### config.mk
export PLATFORM = sky130hd
export DESIGN_NAME = cpu_gpu_task_dispatch_queue_flat
export DESIGN_NICKNAME = d
export VERILOG_FILES = /design/src/hdl/tdq_pkg.sv /design/src/hdl/tdq_in_if.sv /design/src/hdl/tdq_out_if.sv /design/src/hdl/tdq_match.sv /design/src/hdl/cpu_gpu_task_dispatch_queue.sv /design/src/flat_wrapper.sv
export SDC_FILE = /design/constraint.sdc
export NUM_CORES = 1
export LEC_CHECK = 0
export ABC_AREA = 1
export BUFFER_PORTS_ARGS = -buffer_cell sky130_fd_sc_hd__buf_2
export CELL_PAD_IN_SITES_DETAIL_PLACEMENT = 1
export CELL_PAD_IN_SITES_GLOBAL_PLACEMENT = 1
export CORE_MARGIN = 2
export CORE_UTILIZATION = 30
export DETAILED_ROUTE_END_ITERATION = 6
export PLACE_DENSITY = 0.49
export SLEW_MARGIN = 20
export SYNTH_ARGS = -nofsm -noshare
export SYNTH_HDL_FRONTEND = slang
export SYNTH_SLANG_ARGS = --single-unit
### constraint.sdc
create_clock -name clk_i -period 3.3 [get_ports clk_i]
set_clock_uncertainty 0.1 [all_clocks]
set_input_delay 0.495 -clock clk_i [delete_from_list [all_inputs] [get_ports clk_i]]
set_output_delay 0.495 -clock clk_i [all_outputs]
set_load 0.02 [all_outputs]
### src/hdl/tdq_pkg.sv
// Shared types and constants for the task dispatch queue.
package tdq_pkg;

  localparam int unsigned OpW       = 2;
  localparam int unsigned ClassW    = 2;
  localparam int unsigned IdFieldW  = 16;
  localparam int unsigned CountW    = 6;
  localparam int unsigned NumTiers  = 3;

  typedef enum logic [OpW-1:0] {
    OP_ADD       = 2'd0,
    OP_SET_READY = 2'd1,
    OP_TAKE_CPU  = 2'd2,
    OP_TAKE_GPU  = 2'd3
  } op_e;

  typedef enum logic [ClassW-1:0] {
    CLS_CPU_ONLY = 2'd0,
    CLS_CPU_PREF = 2'd1,
    CLS_GPU_PREF = 2'd2,
    CLS_GPU_ONLY = 2'd3
  } cls_e;

  typedef enum logic [2:0] {
    ST_IDLE,
    ST_ADD,
    ST_SCAN_RD,
    ST_SCAN_CHK,
    ST_PICK,
    ST_SHIFT_RD,
    ST_SHIFT_WR,
    ST_DONE
  } state_e;

  // Result of checking one slot against the current operation.
  typedef struct packed {
    logic                id_hit;
    logic [NumTiers-1:0] tier;
  } match_t;

endpackage

### src/hdl/tdq_in_if.sv
// Input channel of the task dispatch queue.
interface tdq_in_if;
  import tdq_pkg::*;

  logic                valid;
  logic                ready;
  logic [OpW-1:0]      operation;
  logic [IdFieldW-1:0] task_id;
  logic [ClassW-1:0]   support_class;
  logic                ready_value;

  modport source (output valid, output operation, output task_id, output support_class,
                  output ready_value, input ready);
  modport sink   (input valid, input operation, input task_id, input support_class,
                  input ready_value, output ready);
endinterface

### src/hdl/tdq_out_if.sv
// Result channel of the task dispatch queue.
interface tdq_out_if;
  import tdq_pkg::*;

  logic                valid;
  logic                ready;
  logic                taken_valid;
  logic [IdFieldW-1:0] taken_id;
  logic [ClassW-1:0]   taken_class;
  logic [CountW-1:0]   queued_count;
  logic                all_done;
  logic                add_dropped;

  modport source (output valid, output taken_valid, output taken_id, output taken_class,
                  output queued_count, output all_done, output add_dropped, input ready);
  modport sink   (input valid, input taken_valid, input taken_id, input taken_class,
                  input queued_count, input all_done, input add_dropped, output ready);
endinterface

### src/hdl/tdq_match.sv
// Slot compare unit: id match for set-ready and class tier for takes.
module tdq_match #(
  parameter int unsigned ID_WIDTH = 16
) (
  input  tdq_pkg::op_e              op_i,
  input  logic [ID_WIDTH-1:0]       key_i,
  input  logic [ID_WIDTH-1:0]       slot_id_i,
  input  logic [tdq_pkg::ClassW-1:0] slot_cls_i,
  input  logic                      slot_rdy_i,
  output tdq_pkg::match_t           match_o
);
  import tdq_pkg::*;

  always_comb begin
    match_o        = '0;
    match_o.id_hit = (op_i == OP_SET_READY) && (slot_id_i == key_i);
    unique case (op_i)
      OP_TAKE_CPU: begin
        match_o.tier[0] = slot_rdy_i &&
                          (slot_cls_i == CLS_CPU_ONLY || slot_cls_i == CLS_CPU_PREF);
        match_o.tier[1] = slot_rdy_i && (slot_cls_i == CLS_GPU_PREF);
      end
      OP_TAKE_GPU: begin
        match_o.tier[0] = slot_rdy_i && (slot_cls_i == CLS_GPU_ONLY);
        match_o.tier[1] = slot_rdy_i && (slot_cls_i == CLS_GPU_PREF);
        match_o.tier[2] = slot_rdy_i && (slot_cls_i == CLS_CPU_PREF);
      end
      default: match_o.tier = '0;
    endcase
  end

endmodule

### src/hdl/cpu_gpu_task_dispatch_queue.sv
// Task dispatch queue: packed slot memory scanned by a small sequencer.
//
// Usage: items enter on in_i (valid/ready) and each gives exactly one result
// on out_o (valid/ready). An item is operation, task_id, support_class and
// ready_value; a result reports the taken task, the queued count, all_done
// and add_dropped. Tasks sit packed at the low slots in insertion order.
// The slot memory has one read and one write port with registered read data,
// and one slot compare unit is reused for every step. The steps per item:
//   add        write the task at the next free slot (dropped when full),
//   set-ready  read and compare each slot, rewriting the ready mark of each match,
//   take       read and compare each slot, then pick; after a removal each
//              younger slot is shifted down by one. An empty queue answers
//              without a scan.
// in_i.ready is high only while the sequencer is idle; one item is worked at
// a time. A finished result is held in the output register, and the next
// item may be accepted while it waits; if that item finishes before out_o
// drains, the sequencer holds until the register frees.
// Reset empties the queue (count zero, no result pending) at once; slot
// contents are not cleared since only occupied slots are ever read.
module cpu_gpu_task_dispatch_queue #(
  parameter int unsigned QUEUE_DEPTH = 32,
  parameter int unsigned ID_WIDTH    = 16
) (
  input  logic clk_i,
  input  logic rst_ni,
  tdq_in_if.sink    in_i,
  tdq_out_if.source out_o
);
  import tdq_pkg::*;

  localparam int unsigned IW = (QUEUE_DEPTH > 1) ? $clog2(QUEUE_DEPTH) : 1;
  localparam int unsigned CW = $clog2(QUEUE_DEPTH + 1);

  typedef struct packed {
    logic [ID_WIDTH-1:0] id;
    logic [ClassW-1:0]   cls;
    logic                rdy;
  } entry_t;

  // Slot memory
  entry_t          mem [QUEUE_DEPTH];
  logic            mem_we;
  logic [IW-1:0]   mem_waddr;
  entry_t          mem_wdata;
  logic [IW-1:0]   mem_raddr;
  entry_t          rdata_q;

  always_ff @(posedge clk_i) begin
    if (mem_we) begin
      mem[mem_waddr] <= mem_wdata;
    end
    rdata_q <= mem[mem_raddr];
  end

  state_e                state_q, state_d;
  logic [CW-1:0]         cnt_q, cnt_d;
  logic [CW-1:0]         idx_q, idx_d;
  op_e                   op_q, op_d;
  logic [ID_WIDTH-1:0]   key_q, key_d;
  logic [ClassW-1:0]     cls_q, cls_d;
  logic                  rdy_q, rdy_d;
  logic [NumTiers-1:0]   hit_q, hit_d;
  logic [IW-1:0]         hidx_q [NumTiers];
  logic [IW-1:0]         hidx_d [NumTiers];
  entry_t                hent_q [NumTiers];
  entry_t                hent_d [NumTiers];
  logic                  tk_valid_q, tk_valid_d;
  entry_t                tk_ent_q, tk_ent_d;
  logic                  drop_q, drop_d;

  logic                  out_valid_q, out_valid_d;
  logic                  out_tv_q, out_tv_d;
  logic [IdFieldW-1:0]   out_id_q, out_id_d;
  logic [ClassW-1:0]     out_cls_q, out_cls_d;
  logic [CountW-1:0]     out_cnt_q, out_cnt_d;
  logic                  out_done_q, out_done_d;
  logic                  out_drop_q, out_drop_d;

  logic                  in_fire;
  logic                  out_fire;
  logic                  out_free;
  logic [CW-1:0]         idx_inc;
  logic [ID_WIDTH+IdFieldW-1:0] key_ext;
  logic [ID_WIDTH+IdFieldW-1:0] tid_ext;
  logic [CW+CountW-1:0]  cnt_ext;
  match_t                match;

  assign in_fire  = in_i.valid && in_i.ready;
  assign out_fire = out_valid_q && out_o.ready;
  assign out_free = !out_valid_q || out_o.ready;
  assign idx_inc  = idx_q + CW'(1);
  assign key_ext  = {{ID_WIDTH{1'b0}}, in_i.task_id};
  assign tid_ext  = {{IdFieldW{1'b0}}, tk_ent_q.id};
  assign cnt_ext  = {{CountW{1'b0}}, cnt_q};

  assign in_i.ready = (state_q == ST_IDLE);

  tdq_match #(
    .ID_WIDTH(ID_WIDTH)
  ) u_match (
    .op_i      (op_q),
    .key_i     (key_q),
    .slot_id_i (rdata_q.id),
    .slot_cls_i(rdata_q.cls),
    .slot_rdy_i(rdata_q.rdy),
    .match_o   (match)
  );

  always_comb begin
    state_d     = state_q;
    cnt_d       = cnt_q;
    idx_d       = idx_q;
    op_d        = op_q;
    key_d       = key_q;
    cls_d       = cls_q;
    rdy_d       = rdy_q;
    hit_d       = hit_q;
    hidx_d      = hidx_q;
    hent_d      = hent_q;
    tk_valid_d  = tk_valid_q;
    tk_ent_d    = tk_ent_q;
    drop_d      = drop_q;
    mem_we      = 1'b0;
    mem_waddr   = idx_q[IW-1:0];
    mem_wdata   = rdata_q;
    mem_raddr   = idx_q[IW-1:0];
    out_valid_d = out_valid_q && !out_fire;
    out_tv_d    = out_tv_q;
    out_id_d    = out_id_q;
    out_cls_d   = out_cls_q;
    out_cnt_d   = out_cnt_q;
    out_done_d  = out_done_q;
    out_drop_d  = out_drop_q;

    unique case (state_q)
      ST_IDLE: begin
        if (in_fire) begin
          op_d       = op_e'(in_i.operation);
          key_d      = key_ext[ID_WIDTH-1:0];
          cls_d      = in_i.support_class;
          rdy_d      = in_i.ready_value;
          idx_d      = '0;
          hit_d      = '0;
          tk_valid_d = 1'b0;
          tk_ent_d   = '0;
          drop_d     = 1'b0;
          if (op_e'(in_i.operation) == OP_ADD) begin
            state_d = ST_ADD;
          end else if (cnt_q == '0) begin
            state_d = ST_DONE;
          end else begin
            state_d = ST_SCAN_RD;
          end
        end
      end
      ST_ADD: begin
        if (cnt_q == CW'(QUEUE_DEPTH)) begin
          drop_d = 1'b1;
        end else begin
          mem_we    = 1'b1;
          mem_waddr = cnt_q[IW-1:0];
          mem_wdata = '{id: key_q, cls: cls_q, rdy: rdy_q};
          cnt_d     = cnt_q + CW'(1);
        end
        state_d = ST_DONE;
      end
      ST_SCAN_RD: begin
        state_d = ST_SCAN_CHK;
      end
      ST_SCAN_CHK: begin
        // rewrite the ready mark of a matching slot in place
        if (match.id_hit) begin
          mem_we        = 1'b1;
          mem_wdata.rdy = rdy_q;
        end
        for (int t = 0; t < NumTiers; t++) begin
          if (match.tier[t] && !hit_q[t]) begin
            hit_d[t]  = 1'b1;
            hidx_d[t] = idx_q[IW-1:0];
            hent_d[t] = rdata_q;
          end
        end
        idx_d = idx_inc;
        if (idx_inc == cnt_q) begin
          state_d = (op_q == OP_SET_READY) ? ST_DONE : ST_PICK;
        end else begin
          state_d = ST_SCAN_RD;
        end
      end
      ST_PICK: begin
        state_d = ST_SHIFT_RD;
        priority if (hit_q[0]) begin
          tk_valid_d = 1'b1;
          tk_ent_d   = hent_q[0];
          idx_d      = CW'(hidx_q[0]);
        end else if (hit_q[1]) begin
          tk_valid_d = 1'b1;
          tk_ent_d   = hent_q[1];
          idx_d      = CW'(hidx_q[1]);
        end else if (hit_q[2]) begin
          tk_valid_d = 1'b1;
          tk_ent_d   = hent_q[2];
          idx_d      = CW'(hidx_q[2]);
        end else begin
          state_d = ST_DONE;
        end
      end
      ST_SHIFT_RD: begin
        // advance younger slots down by one, then drop the last
        if (idx_inc >= cnt_q) begin
          cnt_d   = cnt_q - CW'(1);
          state_d = ST_DONE;
        end else begin
          mem_raddr = idx_inc[IW-1:0];
          state_d   = ST_SHIFT_WR;
        end
      end
      ST_SHIFT_WR: begin
        mem_we  = 1'b1;
        idx_d   = idx_inc;
        state_d = ST_SHIFT_RD;
      end
      ST_DONE: begin
        if (out_free) begin
          out_valid_d = 1'b1;
          out_tv_d    = tk_valid_q;
          out_id_d    = tid_ext[IdFieldW-1:0];
          out_cls_d   = tk_ent_q.cls;
          out_cnt_d   = cnt_ext[CountW-1:0];
          out_done_d  = (cnt_q == '0);
          out_drop_d  = drop_q;
          state_d     = ST_IDLE;
        end
      end
      default: state_d = ST_IDLE;
    endcase
  end

  always_ff @(posedge clk_i or negedge rst_ni) begin
    if (!rst_ni) begin
      state_q     <= ST_IDLE;
      cnt_q       <= '0;
      out_valid_q <= 1'b0;
    end else begin
      state_q     <= state_d;
      cnt_q       <= cnt_d;
      out_valid_q <= out_valid_d;
    end
  end

  always_ff @(posedge clk_i) begin
    idx_q      <= idx_d;
    op_q       <= op_d;
    key_q      <= key_d;
    cls_q      <= cls_d;
    rdy_q      <= rdy_d;
    hit_q      <= hit_d;
    hidx_q     <= hidx_d;
    hent_q     <= hent_d;
    tk_valid_q <= tk_valid_d;
    tk_ent_q   <= tk_ent_d;
    drop_q     <= drop_d;
    out_tv_q   <= out_tv_d;
    out_id_q   <= out_id_d;
    out_cls_q  <= out_cls_d;
    out_cnt_q  <= out_cnt_d;
    out_done_q <= out_done_d;
    out_drop_q <= out_drop_d;
  end

  assign out_o.valid        = out_valid_q;
  assign out_o.taken_valid  = out_tv_q;
  assign out_o.taken_id     = out_id_q;
  assign out_o.taken_class  = out_cls_q;
  assign out_o.queued_count = out_cnt_q;
  assign out_o.all_done     = out_done_q;
  assign out_o.add_dropped  = out_drop_q;

  a_count_bound: assert property (@(posedge clk_i) disable iff (!rst_ni)
    cnt_q <= CW'(QUEUE_DEPTH))
    else $error("queued count exceeds depth");

  a_gpu_never_cpu_only: assert property (@(posedge clk_i) disable iff (!rst_ni)
    (state_q == ST_DONE && op_q == OP_TAKE_GPU && tk_valid_q)
      |-> tk_ent_q.cls != CLS_CPU_ONLY)
    else $error("gpu take removed a cpu-only task");

  a_remove_one: assert property (@(posedge clk_i) disable iff (!rst_ni)
    (state_q == ST_SHIFT_RD && idx_inc >= cnt_q) |=> cnt_q == $past(cnt_q) - CW'(1))
    else $error("removal did not shrink the queue by one");

  a_add_grows: assert property (@(posedge clk_i) disable iff (!rst_ni)
    (state_q == ST_ADD && cnt_q != CW'(QUEUE_DEPTH)) |=> cnt_q == $past(cnt_q) + CW'(1))
    else $error("add did not grow the queue by one");

endmodule
### src/flat_wrapper.sv
// flat-port wrapper written by rule: the top's interface ports become plain ports
module cpu_gpu_task_dispatch_queue_flat import tdq_pkg::*;
#(
  parameter int unsigned QUEUE_DEPTH = 32,
  parameter int unsigned ID_WIDTH    = 16
)
  (clk_i, rst_ni, in_i_valid, in_i_operation, in_i_task_id, in_i_support_class, in_i_ready_value, in_i_ready, out_o_valid, out_o_taken_valid, out_o_taken_id, out_o_taken_class, out_o_queued_count, out_o_all_done, out_o_add_dropped, out_o_ready);
  tdq_in_if in_i_i ();
  tdq_out_if out_o_i ();
  input  logic clk_i;
  input  logic rst_ni;
  input wire logic [$bits(in_i_i.valid)-1:0] in_i_valid;
  input wire logic [$bits(in_i_i.operation)-1:0] in_i_operation;
  input wire logic [$bits(in_i_i.task_id)-1:0] in_i_task_id;
  input wire logic [$bits(in_i_i.support_class)-1:0] in_i_support_class;
  input wire logic [$bits(in_i_i.ready_value)-1:0] in_i_ready_value;
  output wire logic [$bits(in_i_i.ready)-1:0] in_i_ready;
  output wire logic [$bits(out_o_i.valid)-1:0] out_o_valid;
  output wire logic [$bits(out_o_i.taken_valid)-1:0] out_o_taken_valid;
  output wire logic [$bits(out_o_i.taken_id)-1:0] out_o_taken_id;
  output wire logic [$bits(out_o_i.taken_class)-1:0] out_o_taken_class;
  output wire logic [$bits(out_o_i.queued_count)-1:0] out_o_queued_count;
  output wire logic [$bits(out_o_i.all_done)-1:0] out_o_all_done;
  output wire logic [$bits(out_o_i.add_dropped)-1:0] out_o_add_dropped;
  input wire logic [$bits(out_o_i.ready)-1:0] out_o_ready;
  assign in_i_i.valid = in_i_valid;
  assign in_i_i.operation = in_i_operation;
  assign in_i_i.task_id = in_i_task_id;
  assign in_i_i.support_class = in_i_support_class;
  assign in_i_i.ready_value = in_i_ready_value;
  assign in_i_ready = in_i_i.ready;
  assign out_o_valid = out_o_i.valid;
  assign out_o_taken_valid = out_o_i.taken_valid;
  assign out_o_taken_id = out_o_i.taken_id;
  assign out_o_taken_class = out_o_i.taken_class;
  assign out_o_queued_count = out_o_i.queued_count;
  assign out_o_all_done = out_o_i.all_done;
  assign out_o_add_dropped = out_o_i.add_dropped;
  assign out_o_i.ready = out_o_ready;
  cpu_gpu_task_dispatch_queue #(.QUEUE_DEPTH(QUEUE_DEPTH), .ID_WIDTH(ID_WIDTH)) u_core (.clk_i(clk_i), .rst_ni(rst_ni), .in_i(in_i_i), .out_o(out_o_i));
endmodule
==> impl_results.md <==
* Register area share after synthesis at between 60 and 70%
* Critical path startpoint category: flip-flop
* CTS tree: yes
* Psw at 20.4 mW
* Core area at 0.111 mm^2
* Vias/cell at around 4.8
* First-pass iteration count of the detailed router at 5
* PortBufs at 53
* RSZ-0062 raised after global routing: yes
* Initial DRC Count at around 1400
* Peak Freq at around 300 MHz
* Final setup vio count at 18
* Fin nets at between 3000 and 4000
* Pwr Density at 1140 mW/mm^2
* Initial core utilization at between 30 and 40%
* Power Internal at ~30 mW
* Period utilization at 103%
* CTS root buf: clkbuf_16
* Netlist cell types at 37
* Number of global-route vias before repair at between 20000 and 30000
* Worst setup margin at -0.104 ns
* # rows at 122
* Setup crit end kind: flip-flop
* Die Ht at 339 um
* Reg clk slew, reported paths at ~0.06 ns
* Combinational power share at between 50% and 60%
* Critical path class: reg -> reg
* Detailed-route via count at between 20000 and 25000
* Die Area at 0.115 mm^2
* CP Data Required Time at between 3 and 4 ns
* Initial antenna violation count at 0
* Final setup TNS at -0.846 ns
* Final wirelength at 112000 um
* Yosys warns at 0
* Hold Path Class: in -> async
* Top-Level Pins at 54
* Routed Antenna Nets at 0
* First-pass GRT wire length at 164000 um
* Fill count at ~12000
* WL/cell at 22.6 um
* Cell Area, Synth at between 0.03 and 0.04 mm^2
* Clock Power Share at roughly a fifth
* Max FO, Critical Path at 7
* Area delta synth->final at 31.5%
* Most frequent cells in the layout: edfxtp_1, nand2_1, nand3_1, inv_1, buf_4
* Syn Area/Cell at between 10 and 15 um^2
* Grt ovf at 0
* Largest net degree at the start of global routing at 48
* H-Tree Depth at 3
* Routability cong. at a little under 0.8
* # clock sinks at 783
* Detail Placement HPWL at 66200 um
* Clock buffer depth at 3
* Fraction of layout cells with a size suffix above 1 at roughly 23%
* Leak pwr at between 15 and 20 nW
* Tightest Pin Transition at ~0.67 ns
* Max IR drop VDD at about 0.48 mV
* Share of power burned in registers at 28.6%
* Num CTS Buffers at just over 90
* Syn Nets at around 3000
* Chip width at 339 um
* Total power at between 50 and 60 mW
* Final Hold Slack at 0.131 ns
* Status: complete, but fails checks
* Worst slew margin at 55.1%
* Instance count of the mapped netlist at just over 3000
* Final hold violation count at 0
* Flops & latches, synth at between 700 and 800
* Latest clock arrival within the worst-skew pair at about 0.67 ns
* Critical path arrival at between 3 and 4 ns
* Min Tclk post-route at between 3 and 4 ns
* Sw frac at approximately 40%
* Slew Limit Fails at 0
* DRC at 0
* Most common cell after layout, fill and taps aside: edfxtp_1
* Failing checks: setup timing
* Max Cap Viol at 0
* Total GRT Usage at about a fifth
[registers in the layout (all words and copies together) (netlist names), 2 cells and up]
name                       cells
u_core.hidx_q                 15
u_core.tk_ent_q                2
u_core.cls_q                   2
u_core.hit_q                   3
u_core.op_q                    2
u_core.hent_q                 54
u_core.idx_q                   6
u_core.state_q                 3
u_core.out_o.taken_id         16
u_core.out_o.taken_class       2
u_core.rdata_q                19
u_core.cnt_q                   6
u_core.mem                   608
u_core.out_o.queued_count      6
u_core.key_q                  16
u_core.tid_ext                16
[cell families after synthesis]
kind of cell / share of synthesized area (%)
flops: 69.3
buf+inv: 6.21
fa+ha+maj: 0.469
simple gates: 21.8
compound gates: 1.79
xor+xnor: 0.470
[cells in the mapped netlist, drive strengths merged]
cell type  count  area share [%]
clkbuf        70            0.78
nand2        794             8.9
o2111ai        2           0.052
inv          347             3.9
nor4           4           0.075
nand3b       134             3.0
buf          104             1.5
o21ai         56            0.87
a21oi         19            0.28
nand4          6            0.11
or2            4           0.075
nand3        601             9.0
edfxtp       754              67
ha            11            0.41
o22ai          4           0.075
a21o           1           0.022
a211oi         1           0.022
clkinv         2           0.022
o31ai          2           0.045
a31oi         19            0.35
o211ai         3           0.067
xor2           9            0.23
fa             1           0.060
dfrtp         10            0.75
xnor2          9            0.23
dfxtp         19             1.1
nor2          44            0.51
nor3           6           0.089
[what timing repair did]
| action | in CTS | in global routing |
|---|---|---|
| setup buffers | 62 | 20 |
| pin swaps | 34 | 98 |
| endpoints found under the hold margin | 32 | 0 |
| cloned | 14 | 15 |
| hold buffers | 23 | 0 |
| resized for setup | 150 | 181 |
| endpoints found under the setup margin | 592 | 388 |
[worst max-delay path, cell delays in order (launching register included)]
cell and delay [ns]:
edfxtp_1 0.46, buf_4 0.18, buf_4 0.14, xor2_2 0.18, ha_1 0.34, nand2_4 0.12, nor2_4 0.05, nand2_2 0.08
nand2_2 0.09, nor2_4 0.14, nand3_4 0.18, nand2_8 0.16, buf_12 0.14, buf_12 0.16, buf_16 0.13, nand2_2 0.06
nand2_2 0.07, nand2_2 0.06, nand3_2 0.07, nand3_2 0.10, nand2_4 0.12, nand2_4 0.08, nand2_4 0.12
[layer usage]
metal	track usage (%)	share of wire [%]
met1	25.2	46
met2	32.1	48
met3	2.73	3.6
met4	5.70	2.4
met5	0	0
[final cells by class]
type	instances	area [um^2]	share of cell area [%]
diodes	3	7.51	0.0170
clock buffers	117	2490	5.64
clock inverters	53	502	1.14
inverters	349	1330	3.00
multi-input cells	1730	9360	21.2
flip-flops and latches	783	23300	52.7
well taps	1488	1860	4.22
repair buffers	430	5320	12.1
[metrics by stage]
stage	utilization [%]	cells	area, um^2	worst slack, ns
floorplan	-	3036	33600	-0.171
global placement	34.5	4654	38200	-0.500
detailed placement	34.5	4654	38200	-0.574
CTS	38.8	4922	42900	-0.0359
global route	39.8	4950	44100	-0.208
finish	39.8	4953	44100	-0.104
[power by group through the flow]
stage | combinational (mW) | clock, mW | sequential, mW
after floorplan | 10.3 | 0 | 14.5
after global placement | 20.0 | 0 | 14.6
after detailed placement | 20.3 | 0 | 14.6
after CTS | 23.7 | 10.4 | 14.4
after global routing | 27.8 | 10.8 | 14.5
final | 25.7 | 10.1 | 14.4
[final timing paths]
path,start,to,slack (ns),depth (start not counted)
worst max-delay path,u_core.idx_q[2],u_core.rdata_q[10],-0.10,22
min in group clk_i,in_i_valid,u_core.state_q[1],0.15,3
worst max register to register,u_core.idx_q[2],u_core.rdata_q[10],-0.10,22
max in group asynchronous,rst_ni,u_core.state_q[2],2.76,2
worst min-delay path,rst_ni,u_core.cnt_q[2],0.13,2
worst min register to register,u_core.tk_ent_q[2],u_core.out_o.taken_class[1],0.32,0
Note: power is estimated with default switching activity, not from simulation.
